### src/rtl/core/rir_ram.sv
// Generic single-port RAM with registered read.
module rir_ram #(
	parameter int WIDTH = 8,
	parameter int DEPTH = 256
) (
	input  logic                     clk,
	input  logic                     we,
	input  logic                     re,
	input  logic [$clog2(DEPTH)-1:0] addr,
	input  logic [WIDTH-1:0]         wdata,
	output logic [WIDTH-1:0]         rdata
);

	logic [WIDTH-1:0] mem [DEPTH];

	always_ff @(posedge clk) begin
		if (we)
			mem[addr] <= wdata;
		if (re)
			rdata <= mem[addr];
	end

endmodule

### config.mk
export PLATFORM = sky130hd
export DESIGN_NAME = rir_ram
export DESIGN_NICKNAME = d
export VERILOG_FILES = /design/src/rtl/core/rir_ram.sv
export SDC_FILE = /design/constraint.sdc
export NUM_CORES = 2
export LEC_CHECK = 0
export ABC_AREA = 1
export BUFFER_PORTS_ARGS = -buffer_cell sky130_fd_sc_hd__buf_2
export CORE_MARGIN = 2
export CORE_UTILIZATION = 25
export DETAILED_ROUTE_END_ITERATION = 8
export HOLD_SLACK_MARGIN = 0.15
export PLACE_DENSITY = 0.44
export SKIP_LAST_GASP = 1
export SYNTH_ARGS = -nofsm -noshare
export SYNTH_HDL_FRONTEND = slang
export SYNTH_SLANG_ARGS = --single-unit
### constraint.sdc
create_clock -name clk -period 2.09 [get_ports clk]
set_clock_uncertainty 0.05 [all_clocks]
set_input_delay 0.3135 -clock clk [delete_from_list [all_inputs] [get_ports clk]]
set_output_delay 0.3135 -clock clk [all_outputs]
set_load 0.005 [all_outputs]
==> impl_metrics.yaml <==
routing:
  drt-total-wl_um: 273000
  drc: 0
  routedWlPerCell_um: 20.4
  vias: 57890
  first_iter_violations: 5112
  dr.pass1.iters: 5
  vias_per_cell: 4.32
  ant_nets: 0
grt:
  grt_max_degree: 70
  first_global_vias: 58505
  grt_overflow: 0
  grt_first_pass_wirelength_um: 399000
  antenna_found_initial: 14
  grt_usage_pct: 15.5
power:
  switching_share_pct: 23.5
  ir_worst_vdd_mv: 0.907
  power_frac_comb_pct: 7.0
  clockPowerShare_pct: 42.5
  seqPwrFrac_pct: 50.6
  p_sw_mw: 21.1
  powerDensity_mw_per_mm2: 858
  p_int_mw: 68.9
  p_leak_nw: 41.4
clocking:
  cts_tree: "done"
  clockBufferDepth: 3
  cts-root-buf: "clkbuf_16"
  cts-htree-levels: 4
  numClockSinks: 2056
  clk_pin_slew_ns: 0.06
  post-cts-setup-buffers: 0
  cts_buffers: 226
  clock_latency_ns: 0.88
place:
  port_buffers: 26
  dpl.cell_count: 12973
  gp_congestion: 0.853
  place_hpwl_um: 176000
die:
  io_pins: 27
  initial_core_util_pct: 25.1
  die_area_mm2: 0.344
  num_rows: 214
  die_y_um: 587
  core_area_mm2: 0.339
  dieWidth_um: 587
setup_path:
  crit_type: "in -> reg"
  crit_top_cell: "nand2_1"
  cp-end-kind: "register"
  arrival_ns: 2.70
  crit_path_start_kind: "primary input"
  crit_path_max_incr_delay_ns: 0.31
  cp_slowest_cell: "o21ai_1"
  worstPathMaxFanout: 58
  worstPathRequired_ns: 2.63
  path_cells: "buf_8, buf_4, buf_12, buf_12, buf_4, nand2_1, nand2_1, nand2_1, nand2_1, nand2_1, nand2_1, o21ai_1, nand2_1, nor2_1, nor2_2, nor2_1, nand2_2"
synthesis:
  synth_area_leader_cell: "edfxtp_1"
  synth_top_area_share_pct: 72.7
  syn_inst: 8021
  syn_avg_cell_area_um2: 10.6
  synth.yosys.seq_area_share_pct: 72.7
  synthTopCellsByArea: "edfxtp_1 73%, nand2_1 21%, nor2_1 1.6%"
  syn-num-nets: 8040
  ys_types: 17
  synth_area_mm2: 0.0849
  ys_ff_latch: 2056
  yosysWarnings: 0
sta:
  fin_crit_sh_pct: 103
  tightestPinTransition_ns: 0.918
  relSlewSlack_pct: 38.5
  hold_viol: 0
  fin_crit_ns: 2.15
  setup_viol_count_final: 2
  max_freq_ghz: 0.464
  rsz0062_at_grt: "yes"
  maxSlewViolCount: 0
  setup_slack_ns: -0.0632
outcome:
  run_status: "complete, but fails checks"
  violations: "setup timing"
finish:
  fin_cells: 13388
  drive_gt1_share_pct: 15.0
  fill_cells: 34856
  area_growth_pct: 23.5
  fin_util_pct: 31.0
  fin_nets: 8689
  diodes: 0
flow_run:
  maxCapViolCount: 0
hold_path:
  min_path_type: "in -> reg"
-- path summary, 6_finish.rpt --
| kind | end | slack, ns | startpoint | depth (start not counted) |
|---|---|---|---|---|
| worst max-delay path | rdata[1] | -0.06 | addr[0] | 17 |
| worst min-delay path | rdata[7] | 0.26 | addr[7] | 7 |
| worst max register to register | rdata[1] | -0.04 | mem[132][1] | 14 |
| worst min register to register | rdata[3] | 1.04 | mem[202][3] | 11 |
-- state kept, by name, indices dropped and copies added (netlist names) --
register,count
mem,2048
rdata,8
-- per-stage QoR --
stage | total power [mW] | setup WS, ns | instance area (um2) | hold slack, ns | setup TNS [ns]
2_1_floorplan | 49.0 | -0.114 | 85000 | 0.362 | -90.30
3_3_place_gp | 52.6 | -1.55 | 97300 | 0.605 | -865.92
3_5_place_dp | 52.6 | -1.57 | 97300 | 0.621 | -865.86
4_1_cts | 90.9 | -0.0705 | 105000 | 0.208 | -0.193
5_1_grt | 93.0 | -0.158 | 105000 | 0.272 | -0.482
6_report | 90.0 | -0.0632 | 105000 | 0.261 | -0.0655
-- cells by family after synthesis --
group,count (synthesis),synth area share (%)
AO/OA/AOI/OAI,192,1.13
buffers and inverters,452,2.36
flip-flops,2056,72.7
AND/OR/NAND/NOR,5321,23.8
-- layer usage --
metal	GRT usage, %	wire length (um)
met4	3.48	5830
met2	25.9	129000
met3	2.04	12400
met1	21.5	125000
met5	0	28
-- power by group through the flow --
stage                     logic (mW)  clock network [mW]  registers, mW
final                           6.27                38.2           45.5
after global routing            6.87                40.6           45.5
after CTS                       6.31                39.1           45.5
after detailed placement        6.21                   0           46.4
after global placement          6.22                   0           46.4
after floorplan                 2.59                   0           46.4
-- Yosys cell counts --
cell type and instances:
buf_6 7, edfxtp_1 2056, a21oi_1 32, nor2_8 1
buf_2 182, o21ai_0 41, o21ai_1 119, nand2_4 1
inv_1 31, nand3_1 188, inv_2 2, nor2_1 361
buf_4 6, nand2_1 4770, clkbuf_1 170, buf_1 52
inv_4 2
-- worst max-delay path: cells and delay by family --
kind	cells	cell delay [ns]
simple gates	11	1.01
buf+inv	5	0.92
compound gates	1	0.31
-- layout make-up --
cell class | count | area [um2] | area share (%)
repair buffers | 838 | 8400 | 8.01
clock inverters | 135 | 1180 | 1.12
flip-flops and latches | 2056 | 61700 | 58.8
well taps | 4536 | 5680 | 5.41
inverters | 35 | 165 | 0.157
clock buffers | 275 | 5860 | 5.59
multi-input cells | 5513 | 21900 | 20.9
-- cell usage in the layout (no fill, tap or decap), types with 13 or more instances in the layout --
cell and instances:
buf_2 15, clkbuf_16 227, a21oi_1 32, edfxtp_1 2056
nor2_4 16, nand2_2 62, clkinv_2 38, clkinv_1 64
clkbuf_1 48, inv_1 28, buf_12 161, nand3_1 187
nand2_1 4699, o21ai_0 26, bufinv_16 13, o21ai_2 33
nor2_1 280, buf_4 632, nor2_2 65, o21ai_1 96
-- repair_timing --
item / in CTS / in global routing
gates resized for setup: 79 / 100
hold buffers: 11 / 0
cloned: 0 / 0
setup endpoints to repair: 33 / 22
pin swaps: 30 / 49
hold endpoints to repair: 1872 / 0
Power figures use the tool's default switching activity.
