`src/rtl/core/rir_pkg.sv`:
```
// Shared types and constants of the frame rotation engine.
package rir_pkg;

	localparam int MAX_SIDE   = 256;
	localparam int CNT_W      = $clog2(MAX_SIDE);
	localparam int SIDE_W     = CNT_W + 1;
	localparam int DEPTH      = MAX_SIDE * MAX_SIDE;
	localparam int ADDR_W     = $clog2(DEPTH);
	localparam int PIX_W      = 8;
	localparam int CFG_W      = 9;
	localparam int CFG_IDX_W  = 2;

	localparam logic [CFG_IDX_W-1:0] REG_IMAGE_WIDTH  = CFG_IDX_W'(0);
	localparam logic [CFG_IDX_W-1:0] REG_IMAGE_HEIGHT = CFG_IDX_W'(1);

	localparam int RESET_SIDE = (256 > MAX_SIDE) ? MAX_SIDE : 256;
	localparam logic [CNT_W-1:0]  RESET_SIDE_M1 = CNT_W'(RESET_SIDE - 1);
	localparam logic [ADDR_W-1:0] RESET_BASE    = ADDR_W'((RESET_SIDE - 1) * RESET_SIDE);

	typedef struct packed {
		logic             kind;
		logic [PIX_W-1:0] pixel_in;
	} req_t;

	typedef struct packed {
		logic [PIX_W-1:0] pixel_out;
		logic             frame_last;
	} rsp_t;

	typedef struct packed {
		logic                 we;
		logic [CFG_IDX_W-1:0] index;
		logic [CFG_W-1:0]     data;
	} cfg_wr_t;

	typedef struct packed {
		logic              we;
		logic              re;
		logic [ADDR_W-1:0] addr;
		logic [PIX_W-1:0]  wdata;
		logic              last;
	} ram_cmd_t;

	// Side length minus one, with zero taken as one and oversize clamped.
	function automatic logic [CNT_W-1:0] side_m1(input logic [CFG_W-1:0] v);
		logic [CNT_W-1:0] r;
		if (v == '0)
			r = '0;
		else if (int'(v) > MAX_SIDE)
			r = CNT_W'(MAX_SIDE - 1);
		else
			r = CNT_W'(int'(v) - 1);
		return r;
	endfunction

endpackage

```
`src/rtl/core/rir_addr_gen.sv`:
```
// Frame geometry registers and the load and rotated-read address counters.
module rir_addr_gen (
	input  logic                clk,
	input  logic                arst_n,
	input  rir_pkg::cfg_wr_t    cfg,
	input  logic                load_acc,
	input  logic                read_acc,
	input  logic [rir_pkg::PIX_W-1:0] pixel_in,
	output logic                settle,
	output rir_pkg::ram_cmd_t   cmd
);

	logic [rir_pkg::CNT_W-1:0]  wm1_q, hm1_q;
	logic [rir_pkg::ADDR_W-1:0] base_q;
	logic                       settle_q;
	logic [rir_pkg::CNT_W-1:0]  ld_col_q, ld_row_q;
	logic [rir_pkg::ADDR_W-1:0] ld_addr_q;
	logic [rir_pkg::CNT_W-1:0]  rd_col_q, rd_row_q;
	logic [rir_pkg::ADDR_W-1:0] rd_addr_q;
	logic [rir_pkg::ADDR_W-1:0] rd_addr;
	logic [rir_pkg::SIDE_W-1:0] w_eff;
	logic                       rd_last;

	assign w_eff = rir_pkg::SIDE_W'(wm1_q) + rir_pkg::SIDE_W'(1);

	// Column zero of a rotated row starts in the bottom source row.
	assign rd_addr = (rd_col_q == '0) ? base_q + rir_pkg::ADDR_W'(rd_row_q)
	                                  : rd_addr_q - rir_pkg::ADDR_W'(w_eff);
	assign rd_last = (rd_row_q == wm1_q) && (rd_col_q == hm1_q);

	always_ff @(posedge clk or negedge arst_n) begin
		if (!arst_n) begin
			wm1_q    <= rir_pkg::RESET_SIDE_M1;
			hm1_q    <= rir_pkg::RESET_SIDE_M1;
			base_q   <= rir_pkg::RESET_BASE;
			settle_q <= 1'b0;
		end else begin
			settle_q <= cfg.we;
			base_q   <= rir_pkg::ADDR_W'(hm1_q) * rir_pkg::ADDR_W'(w_eff);
			if (cfg.we) begin
				unique case (cfg.index)
					rir_pkg::REG_IMAGE_WIDTH:  wm1_q <= rir_pkg::side_m1(cfg.data);
					rir_pkg::REG_IMAGE_HEIGHT: hm1_q <= rir_pkg::side_m1(cfg.data);
					default: ;
				endcase
			end
		end
	end

	always_ff @(posedge clk or negedge arst_n) begin
		if (!arst_n) begin
			ld_col_q  <= '0;
			ld_row_q  <= '0;
			ld_addr_q <= '0;
			rd_col_q  <= '0;
			rd_row_q  <= '0;
			rd_addr_q <= '0;
		end else if (cfg.we && (cfg.index == rir_pkg::REG_IMAGE_WIDTH ||
		                        cfg.index == rir_pkg::REG_IMAGE_HEIGHT)) begin
			ld_col_q  <= '0;
			ld_row_q  <= '0;
			ld_addr_q <= '0;
			rd_col_q  <= '0;
			rd_row_q  <= '0;
		end else begin
			if (load_acc) begin
				if (ld_col_q == wm1_q) begin
					ld_col_q <= '0;
					if (ld_row_q == hm1_q) begin
						ld_row_q  <= '0;
						ld_addr_q <= '0;
					end else begin
						ld_row_q  <= ld_row_q + rir_pkg::CNT_W'(1);
						ld_addr_q <= ld_addr_q + rir_pkg::ADDR_W'(1);
					end
				end else begin
					ld_col_q  <= ld_col_q + rir_pkg::CNT_W'(1);
					ld_addr_q <= ld_addr_q + rir_pkg::ADDR_W'(1);
				end
			end
			if (read_acc) begin
				rd_addr_q <= rd_addr;
				if (rd_col_q == hm1_q) begin
					rd_col_q <= '0;
					rd_row_q <= (rd_row_q == wm1_q) ? '0 : rd_row_q + rir_pkg::CNT_W'(1);
				end else begin
					rd_col_q <= rd_col_q + rir_pkg::CNT_W'(1);
				end
			end
		end
	end

	assign settle = settle_q;

	always_comb begin
		cmd.we    = load_acc;
		cmd.re    = read_acc;
		cmd.addr  = load_acc ? ld_addr_q : rd_addr;
		cmd.wdata = pixel_in;
		cmd.last  = rd_last;
	end

endmodule

```
`config.mk`:
```
export PLATFORM = sky130hd
export DESIGN_NAME = rir_addr_gen
export DESIGN_NICKNAME = d
export VERILOG_FILES = /design/src/rtl/core/rir_pkg.sv /design/src/rtl/core/rir_addr_gen.sv
export SDC_FILE = /design/constraint.sdc
export NUM_CORES = 1
export LEC_CHECK = 0
export BUFFER_PORTS_ARGS = -buffer_cell sky130_fd_sc_hd__clkbuf_2
export CORE_ASPECT_RATIO = 0.7
export CORE_MARGIN = 4
export CORE_UTILIZATION = 44
export DETAILED_ROUTE_END_ITERATION = 8
export PLACE_DENSITY = 0.67
export SYNTH_ARGS = -nofsm -noshare
export SYNTH_HDL_FRONTEND = slang
export SYNTH_SLANG_ARGS = --single-unit
```
`constraint.sdc`:
```
create_clock -name clk -period 11.25 [get_ports clk]
set_input_delay 0.5625 -clock clk [delete_from_list [all_inputs] [get_ports clk]]
set_output_delay 0.5625 -clock clk [all_outputs]
set_load 0.03 [all_outputs]
```
==> impl_metrics.csv, run 1 <==
group,metric,value,unit
pwr,peakVddDrop,0.251,mV
synth,synth-seq-cells,97,
die,io_pins,52,
global_route,antenna_found_initial,0,
clock_tree,numCtsBuffers,9,
synth,ys.warnings.count,0,
clock_tree,cts_resized,0,
timing,fmax,0.173,GHz
synth,synth.avg_cell_area,8.88,sq um
clock_tree,cts_hold_buf,0,
synth,synth_edf_count,0,
timing,period_share,51.3,%
timing,period_needed,5.77,ns
pwr,clkPwrFrac,9.7,%
synth,synth.distinct_cells,75,
drt,drt-total-wl,21.3,mm
setup_path,cpMaxStageDelayCell,"dfstp_2",
synth,syn-cell-area,0.00885,sq mm
setup_path,critPathArrivalTime,6.04,ns
synth,async_reset_ff_share,100,%
clock_tree,clk_latency,0.35,ns
clock_tree,post_cts_buffers,0,
setup_path,critPathRequiredTime,11.52,ns
synth,syn_nets,1124,
finish,layout-drive-gt1-share,11.1,%
setup_path,critPathMaxStageDelay,0.71,ns
global_route,grt_overflow_total,0,
pwr,seqPwrFrac,19.8,%
setup_path,critPathTopFamily,"adder cells",
timing,setup_violations,0,
global_route,grtUsageTotal,19.4,%
die,rows,43,
placement,port_buffers,35,
placement,gp_congestion,0.914,
synth,synth_commonest_cells,"87 x inv_1, 84 x nand2_1, 73 x dfrtp_1",
synth,seq_area_frac_synth,27.8,%
finish,area_growth,6.68,%
setup_path,crit_fanout,14,
timing,setup_ws,5.48,ns
clock_tree,cts_tree,"built",
drt,vias,7029,
synth,yosysTopAreaCell,"dfrtp_1",
global_route,grt_max_degree,68,
pwr,netSwitchingPower,0.00150,W
drt,drcViolationCount,0,
die,fp.dieW,177,microns
setup_path,crit_chain,"ha_1, nand3_1, xor2_1, nand2b_1, fa_1, fa_1, inv_1, fa_1, inv_1, fa_1, inv_1, ha_1, nand3_1, o211ai_1, o41ai_1, o21ai_0, a21oi_1, xnor2_1",
timing,finalClockSkew,0.0113,ns
die,dieArea,0.0225,sq mm
setup_path,path_class,"flop to flop",
pwr,p_int,0.00156,W
synth,postSynthCellCount,996,
drt,via_per_inst,5.50,
finish,n_antenna_cell,0,
timing,grt_setup_unrepaired,"no",
timing,timing.slew.headroom,38.5,%
status,outcome,"finished clean",
setup_path,path_buf_inv,3,
drt,drt_pre_antenna_iters,5,
synth,synth.most_common_cell,"inv_1",
clock_tree,clk_pin_slew,0.07,ns
setup_path,crit_top_cell,"fa_1",
clock_tree,clockRootBuffer,"clkbuf_16",
pwr,p_leak,4.23,nW
placement,dpl.hpwl,16.6,mm
drt,wire_per_inst,16.6,microns
pwr,power_frac_comb,70.5,%
flow_run,max_cap_violations,0,
synth,ys.flop_type,"dfrtp_1",
placement,pre_cts_slack,5.50,ns
timing,hold_viol,0,
pwr,power_density,323,mW/mm^2
pwr,p_sw_share,49.1,%
drt,ant_nets,0,
synth,synthTopCellsByArea,"dfrtp_1 21%, fa_1 9.7%, ha_1 8.6%",
timing,tightest_slew,0.914,ns
global_route,grt_pass1_wl,35.3,mm
timing,setup_tns,0,ns
placement,dp_cells,1263,
worst_hold_path,hold_path.class,"primary input to async pin",
global_route,grt_pass1_vias,6748,
timing,drv_slew,0,
setup_path,critPathLaunchType,"flop",
clock_tree,cts_buffer_depth,2,
synth,synth.top_cell.area_share,20.6,%
setup_path,cp-end-kind,"flop",
finish,num-nets-final,1132,
die,dieHeight,127,microns
clock_tree,cts_max_level,3,
finish,stdcell_count,1279,
clock_tree,clkSinkCount,97,
drt,drt_iter0_drc,652,
die,initial_utilization,44.7,%
die,core_area,0.0198,sq mm
==> flip-flops by register name, summed over array words and instances, names as in the netlist <==
name       cells
rd_addr_q     16
wm1_q          8
ld_col_q       8
rd_row_q       8
ld_row_q       8
hm1_q          8
rd_col_q       8
ld_addr_q     16
settle         1
base_q        16
==> layout make-up <==
type | count | area, sq um
Inverter | 87 | 327
Clock buffer | 11 | 233
Fill cell | 1936 | 10400
Sequential cell | 97 | 2460
Timing Repair Buffer | 40 | 215
Tap cell | 270 | 338
Clock inverter | 5 | 41.3
Multi-Input combinational cell | 769 | 5830
==> worst reg2reg max path: cells and delay by family (launching register included) <==
family	cells	cell delay, ns
flip-flops	1	0.71
buffers and inverters	3	0.17
XOR/XNOR	2	0.73
adder cells (fa/ha/maj)	6	2.61
AO/OA/AOI/OAI	4	1.04
AND/OR/NAND/NOR	3	0.45
==> cell usage in the layout, fill, tap and decap left out, types with 21 or more instances in the layout <==
cell,count
inv_1,87
nand2_1,84
dfrtp_1,73
ha_1,61
nor2_1,60
xnor2_1,60
nor2b_1,45
fa_1,43
o21ai_0,42
nand3_1,39
a21oi_1,36
xor2_1,34
clkbuf_2,34
and2_1,25
dfstp_2,24
o21ai_1,23
and3_1,21
nor3_1,21
==> power groups by stage <==
| stage | sequential (W) | clock, W | combinational, W |
|---|---|---|---|
| after floorplan | 0.000550 | 0 | 0.00174 |
| after global placement | 0.000607 | 0 | 0.00210 |
| after detailed placement | 0.000609 | 0 | 0.00215 |
| after CTS | 0.000603 | 0.000306 | 0.00217 |
| after global routing | 0.000618 | 0.000318 | 0.00246 |
| final | 0.000604 | 0.000296 | 0.00215 |
==> worst paths after layout <==
check / start / slack [ns] / to / cells after the start
worst max-delay path: wm1_q[0] / 5.48 / base_q[14] / 18
min in group clk: cfg[11] / 0.35 / settle / 1
worst min register to register: rd_addr_q[0] / 0.51 / rd_addr_q[0] / 1
worst max register to register: wm1_q[0] / 5.48 / base_q[14] / 18
worst min-delay path: arst_n / 0.15 / rd_addr_q[9] / 1
max in group asynchronous: arst_n / 9.90 / settle / 2
==> cells by family after synthesis <==
| family | after synthesis | synth area share (%) |
|---|---|---|
| simple gates | 365 | 21.7 |
| compound gates | 181 | 13.3 |
| buf+inv | 130 | 6.36 |
| fa+ha+maj | 104 | 18.4 |
| flops | 97 | 27.8 |
| xor+xnor | 96 | 9.67 |
| mux | 23 | 2.84 |
==> routing by layer <==
| metal | vias to the layer above | part of all wire (%) | global-route usage [%] |
|---|---|---|---|
| li1 | 3427 | - | - |
| met1 | 3383 | 52 | 30.2 |
| met2 | 190 | 41 | 27.8 |
| met3 | 29 | 5.7 | 3.66 |
| met4 | 0 | 1.5 | 4.23 |
| met5 | - | 0 | 0 |
==> through the flow <==
step | cell area (sq um) | utilization [%] | hold slack [ns] | power, W
finish | 9440 | 47.7 | 0.150 | 0.00305
global route | 9440 | 47.7 | 0.173 | 0.00339
CTS | 9440 | 47.7 | 0.160 | 0.00308
detailed placement | 9160 | 46.3 | 0.492 | 0.00276
global placement | 9160 | 46.3 | 0.478 | 0.00271
floorplan | 8850 | - | 0.267 | 0.00229
(Power assumes the default switching activity.)
==> inputs of run 2 (changes only) <==
clock period = 5.4 ns   (was 11.25 ns; I/O delays follow)
==> run 2 against run 1 <==
Net effect: setup slack got worse by 5.1 ns; count of clock-buffer cells in the layout decreased by 2; total power increased by 110%; final cell count increased by 0.86%; critical path depth unchanged; fmax increased by 14%; sequential cell count unchanged; largest cell class unchanged; sequential power increased by 110%; design area increased by 1.1%; via count decreased by 0.38%; critical endpoint unchanged; clock power increased by 110%; sequential share of layout area decreased by 0.28 points.
==> impl_metrics.csv, run 2 (synthesized netlist as in run 1, its figures left out) <==
group,metric,value,unit
setup_path,crit_top_cell,"fa_1",
clock_tree,clkSinkCount,97,
finish,postLayoutCoreUtil,48.2,%
setup_path,critPathLaunchType,"flop",
global_route,grt_pass1_wl,35.8,mm
timing,tightest_slew,0.995,ns
die,dieHeight,127,microns
die,dieArea,0.0225,sq mm
setup_path,crit_chain,"ha_1, nand3_1, xor2_1, nand2b_1, fa_1, fa_1, inv_1, fa_1, inv_1, fa_1, inv_1, ha_1, nand3_1, o211ai_1, o41ai_2, o21ai_0, a21oi_1, xnor2_1",
finish,final_common_cell,"inv_1",
clock_tree,cts_max_level,3,
global_route,antenna_found_initial,0,
setup_path,cp-end-kind,"flop",
finish,n_antenna_cell,0,
clock_tree,cts_buffer_depth,2,
drt,drt_pre_antenna_iters,5,
setup_path,critPathArrivalTime,5.34,ns
worst_hold_path,hold_depth,1,
finish,fillerInstances,1947,
pwr,peakVddDrop,0.513,mV
die,rows,43,
drt,drt_iter0_drc,534,
setup_path,path_class,"flop to flop",
timing,setup_violations,0,
finish,num-nets-final,1143,
pwr,p_leak,4.30,nW
clock_tree,clockRootBuffer,"clkbuf_16",
setup_path,crit_fanout,8,
drt,ant_nets,0,
die,core_area,0.0198,sq mm
timing,fmax,0.198,GHz
finish,layout_common_cells,"87 x inv_1, 84 x nand2_1, 73 x dfrtp_1",
pwr,power_density,673,mW/mm^2
drt,drt-total-wl,21.5,mm
die,fp.dieW,177,microns
timing,drv_slew,0,
setup_path,cpMaxStageDelayCell,"dfstp_2",
clock_tree,post_cts_buffers,0,
status,outcome,"finished clean",
setup_path,reg2reg_depth,18,
finish,area.sequential,0.00246,sq mm
global_route,grt_overflow_total,0,
timing,finalClockSkew,0.0112,ns
setup_path,critPathTopFamily,"adder cells",
timing,setup_tns,0,ns
finish,multi_input_area,0.00583,sq mm
global_route,grt_max_degree,68,
drt,wire_per_inst,16.7,microns
timing,hold_viol,0,
drt,drcViolationCount,0,
global_route,grt_pass1_vias,6852,
timing,grt_setup_unrepaired,"no",
placement,gp_congestion,0.877,
setup_path,r2r_slack,0.34,ns
placement,dpl.hpwl,16.9,mm
finish,area_growth,7.83,%
setup_path,critPathRequiredTime,5.68,ns
global_route,grtUsageTotal,19.6,%
timing,period_share,93.6,%
setup_path,crit_cells,18,
finish,layout-drive-gt1-share,12.3,%
clock_tree,clk_pin_slew,0.07,ns
setup_path,critPathMaxStageDelay,0.62,ns
drt,vias,7002,
placement,port_buffers,35,
timing,timing.slew.headroom,33.1,%
clock_tree,numCtsBuffers,9,
finish,top_regs,"base_q x16, ld_addr_q x16, rd_addr_q x16",
clock_tree,cts_tree,"built",
die,io_pins,52,
clock_tree,clk_latency,0.36,ns
flow_run,max_cap_violations,0,
drt,via_per_inst,5.43,
worst_hold_path,hold_path.class,"primary input to flop",
timing,period_needed,5.06,ns
setup_path,path_buf_inv,3,
die,initial_utilization,44.7,%
-- run 2: per-stage QoR --
stage	power (W)	hold slack (ns)	setup WS (ns)	instances	cell area (sq um)
2_1_floorplan	0.00477	-0.0256	0.286	996	8850
3_3_place_gp	0.00564	0.251	0.311	1273	9240
3_5_place_dp	0.00574	0.246	0.149	1273	9240
4_1_cts	0.00640	0.0415	0.145	1290	9530
5_1_grt	0.00710	0.0432	0.0521	1290	9540
6_report	0.00642	0.0469	0.344	1290	9540
-- run 2: layout make-up --
| type | instances | area share [%] |
|---|---|---|
| Multi-Input combinational cell | 769 | 61.2 |
| Inverter | 87 | 3.42 |
| Sequential cell | 97 | 25.8 |
| Clock inverter | 7 | 0.616 |
| Tap cell | 270 | 3.54 |
| Clock buffer | 9 | 2.36 |
| Timing Repair Buffer | 51 | 3.15 |
-- run 2: final timing paths --
path,from,end
worst max-delay path,wm1_q[0],base_q[14]
worst min-delay path,cfg[11],settle
worst max register to register,wm1_q[0],base_q[14]
worst min register to register,rd_addr_q[2],rd_addr_q[2]
max in group asynchronous,arst_n,rd_col_q[6]
min in group asynchronous,arst_n,rd_addr_q[12]
-- run 2: what timing repair did --
| action | 4_1_cts | 5_1_grt |
|---|---|---|
| hold buffers | 1 | 0 |
| hold endpoints to repair | 30 | 0 |
| setup endpoints to repair | 0 | 2 |
| resized for setup | 0 | 1 |
-- run 2: layer usage --
metal	share of wire, %	up-vias	global-route usage [%]
li1	-	3449	-
met1	51	3396	30.1
met2	44	140	29.9
met3	4.1	17	3.46
met4	0.75	0	2.45
met5	0	-	0
-- run 2: power by group --
part           switching [W]  internal (W)  total (W)
clock               0.000309      0.000321   0.000630
sequential          0.000230       0.00101    0.00124
combinational        0.00261       0.00193    0.00455
==> inputs of run 3 (changes only) <==
CORE_UTILIZATION = 55   (was 44)
PLACE_DENSITY = 0.79   (was 0.67)
==> run 3 against run 2 <==
Net effect: core utilization increased by 12 points; non-clock buffer count fell by 2; largest power group unchanged; sequential cell count stayed put; fmax about the same; combinational power is essentially flat; critical path depth up 1; hold slack improved by 0.0072 ns; sequential share of layout area increased by 0.27 points.
==> impl_metrics.csv, run 3 (synthesized netlist as in run 1, its figures left out) <==
group,metric,value,unit
placement,pre_cts_slack,0.377,ns
global_route,antenna_found_initial,0,
setup_path,crit_chain,"ha_1, nand3_1, nor2_1, xnor2_1, nor2b_1, fa_1, fa_1, fa_1, inv_1, fa_1, inv_1, ha_1, nor3_1, nor2_1, o41ai_1, buf_4, o21ai_0, a21oi_1, xnor2_1",
drt,vias,7109,
die,dieHeight,114,microns
timing,whs,0.0541,ns
flow_run,max_cap_violations,0,
die,dieArea,0.0182,sq mm
placement,dpl.hpwl,16.2,mm
finish,area_growth,6.73,%
timing,tightest_slew,0.924,ns
pwr,power_density,682,mW/mm^2
finish,fillerInstances,1367,
setup_path,path_class,"flop to flop",
pwr,power_frac_comb,70.5,%
drt,via_per_inst,5.84,
timing,setup_tns,0,ns
timing,drv_slew,0,
finish,top_regs,"base_q x16, ld_addr_q x16, rd_addr_q x16",
global_route,grt_overflow_total,0,
die,fp.dieW,160,microns
clock_tree,cts_buffer_depth,2,
setup_path,critPathMaxStageDelay,0.60,ns
die,io_pins,52,
global_route,grt_pass1_vias,7135,
pwr,p_leak,4.28,nW
global_route,grt_pass1_wl,35.6,mm
die,rows,38,
drt,wire_per_inst,17.3,microns
clock_tree,clockRootBuffer,"clkbuf_16",
finish,layout-drive-gt1-share,11.8,%
setup_path,crit_fanout,9,
clock_tree,numCtsBuffers,9,
pwr,p_sw_share,48.6,%
pwr,peakVddDrop,0.484,mV
drt,drt_iter0_drc,724,
setup_path,cpMaxStageDelayCell,"dfstp_2",
drt,drt_pre_antenna_iters,5,
drt,drcViolationCount,0,
status,outcome,"finished clean",
die,initial_utilization,56.6,%
placement,port_buffers,35,
worst_hold_path,hold_path.class,"primary input to flop",
timing,hold_viol,0,
finish,num-nets-final,1141,
timing,setup_violations,0,
pwr,clkPwrFrac,10.2,%
pwr,seqPwrFrac,19.3,%
setup_path,path_buf_inv,3,
clock_tree,cts_max_level,3,
timing,setup_ws,0.344,ns
setup_path,cp-end-kind,"flop",
clock_tree,cts_tree,"built",
placement,gp_congestion,0.882,
global_route,grtUsageTotal,23.9,%
timing,grt_setup_unrepaired,"no",
timing,period_needed,5.06,ns
finish,multi_input_area,0.00583,sq mm
pwr,p_int,0.00331,W
setup_path,crit_top_cell,"fa_1",
die,core_area,0.0156,sq mm
clock_tree,clkSinkCount,97,
timing,period_share,93.6,%
clock_tree,clk_pin_slew,0.08,ns
drt,ant_nets,0,
pwr,netSwitchingPower,0.00313,W
timing,timing.slew.headroom,37.8,%
setup_path,critPathRequiredTime,5.68,ns
global_route,grt_max_degree,70,
timing,fmax,0.198,GHz
setup_path,critPathLaunchType,"flop",
drt,drt-total-wl,21.1,mm
timing,finalClockSkew,0.0133,ns
finish,area.sequential,0.00246,sq mm
clock_tree,clk_latency,0.35,ns
setup_path,critPathTopFamily,"adder cells",
setup_path,critPathArrivalTime,5.34,ns
finish,n_antenna_cell,0,
finish,final_common_cell,"inv_1",
finish,layout_common_cells,"87 x inv_1, 84 x nand2_1, 73 x dfrtp_1",
## run 3: worst register-to-register path: cells and delay by family, from the launching register on
family	cells	cell delay [ns]
fa+ha+maj	6	2.58
compound gates	3	0.34
buf+inv	3	0.28
xor+xnor	2	0.50
flops	1	0.60
simple gates	5	0.70
## run 3: cell type report
type                            count  area share [%]
Sequential cell                    97            26.0
Tap cell                          200            2.65
Clock inverter                      5           0.676
Multi-Input combinational cell    769            61.7
Timing Repair Buffer               49            3.02
Inverter                           87            3.46
Clock buffer                       11            2.46
## run 3: worst paths after layout
kind                               from             to  slack (ns)  cells after the start
max in group asynchronous        arst_n    rd_row_q[7]        3.79                      3
max reg2reg                    wm1_q[1]     base_q[14]        0.34                     19
min reg2reg                rd_addr_q[2]   rd_addr_q[2]        0.50                      2
max                            wm1_q[1]     base_q[14]        0.34                     19
min in group asynchronous        arst_n  rd_addr_q[14]        0.38                      2
min                             cfg[11]         settle        0.05                      1
## run 3: per-stage QoR
stage | instances | cell area, sq um | utilization, % | total power (W)
6_report | 1218 | 9440 | 60.4 | 0.00644
5_1_grt | 1218 | 9440 | 60.4 | 0.00717
4_1_cts | 1218 | 9440 | 60.4 | 0.00646
3_5_place_dp | 1201 | 9140 | 58.4 | 0.00578
3_3_place_gp | 1201 | 9140 | 58.4 | 0.00562
2_1_floorplan | 996 | 8850 | - | 0.00477
## run 3: repair_timing
action,4_1_cts,5_1_grt
setup buffers,0,0
hold buffers,1,0
resized for setup,0,0
hold endpoints to repair,26,0
setup endpoints to repair,0,0
## run 3: routing by layer
metal / GRT usage, % / part of all wire [%] / vias to the layer above
met5: 0 / 0 / -
met4: 4.16 / 1.2 / 0
met3: 3.81 / 6.2 / 31
met2: 38.3 / 44 / 235
met1: 35.1 / 48 / 3415
li1: - / - / 3428
## run 3: power by group through the flow
stage | clock (W) | sequential (W) | combinational (W)
finish | 0.000659 | 0.00124 | 0.00454
global route | 0.000704 | 0.00127 | 0.00520
CTS | 0.000668 | 0.00124 | 0.00455
detailed placement | 0 | 0.00125 | 0.00452
global placement | 0 | 0.00125 | 0.00438
floorplan | 0 | 0.00115 | 0.00362
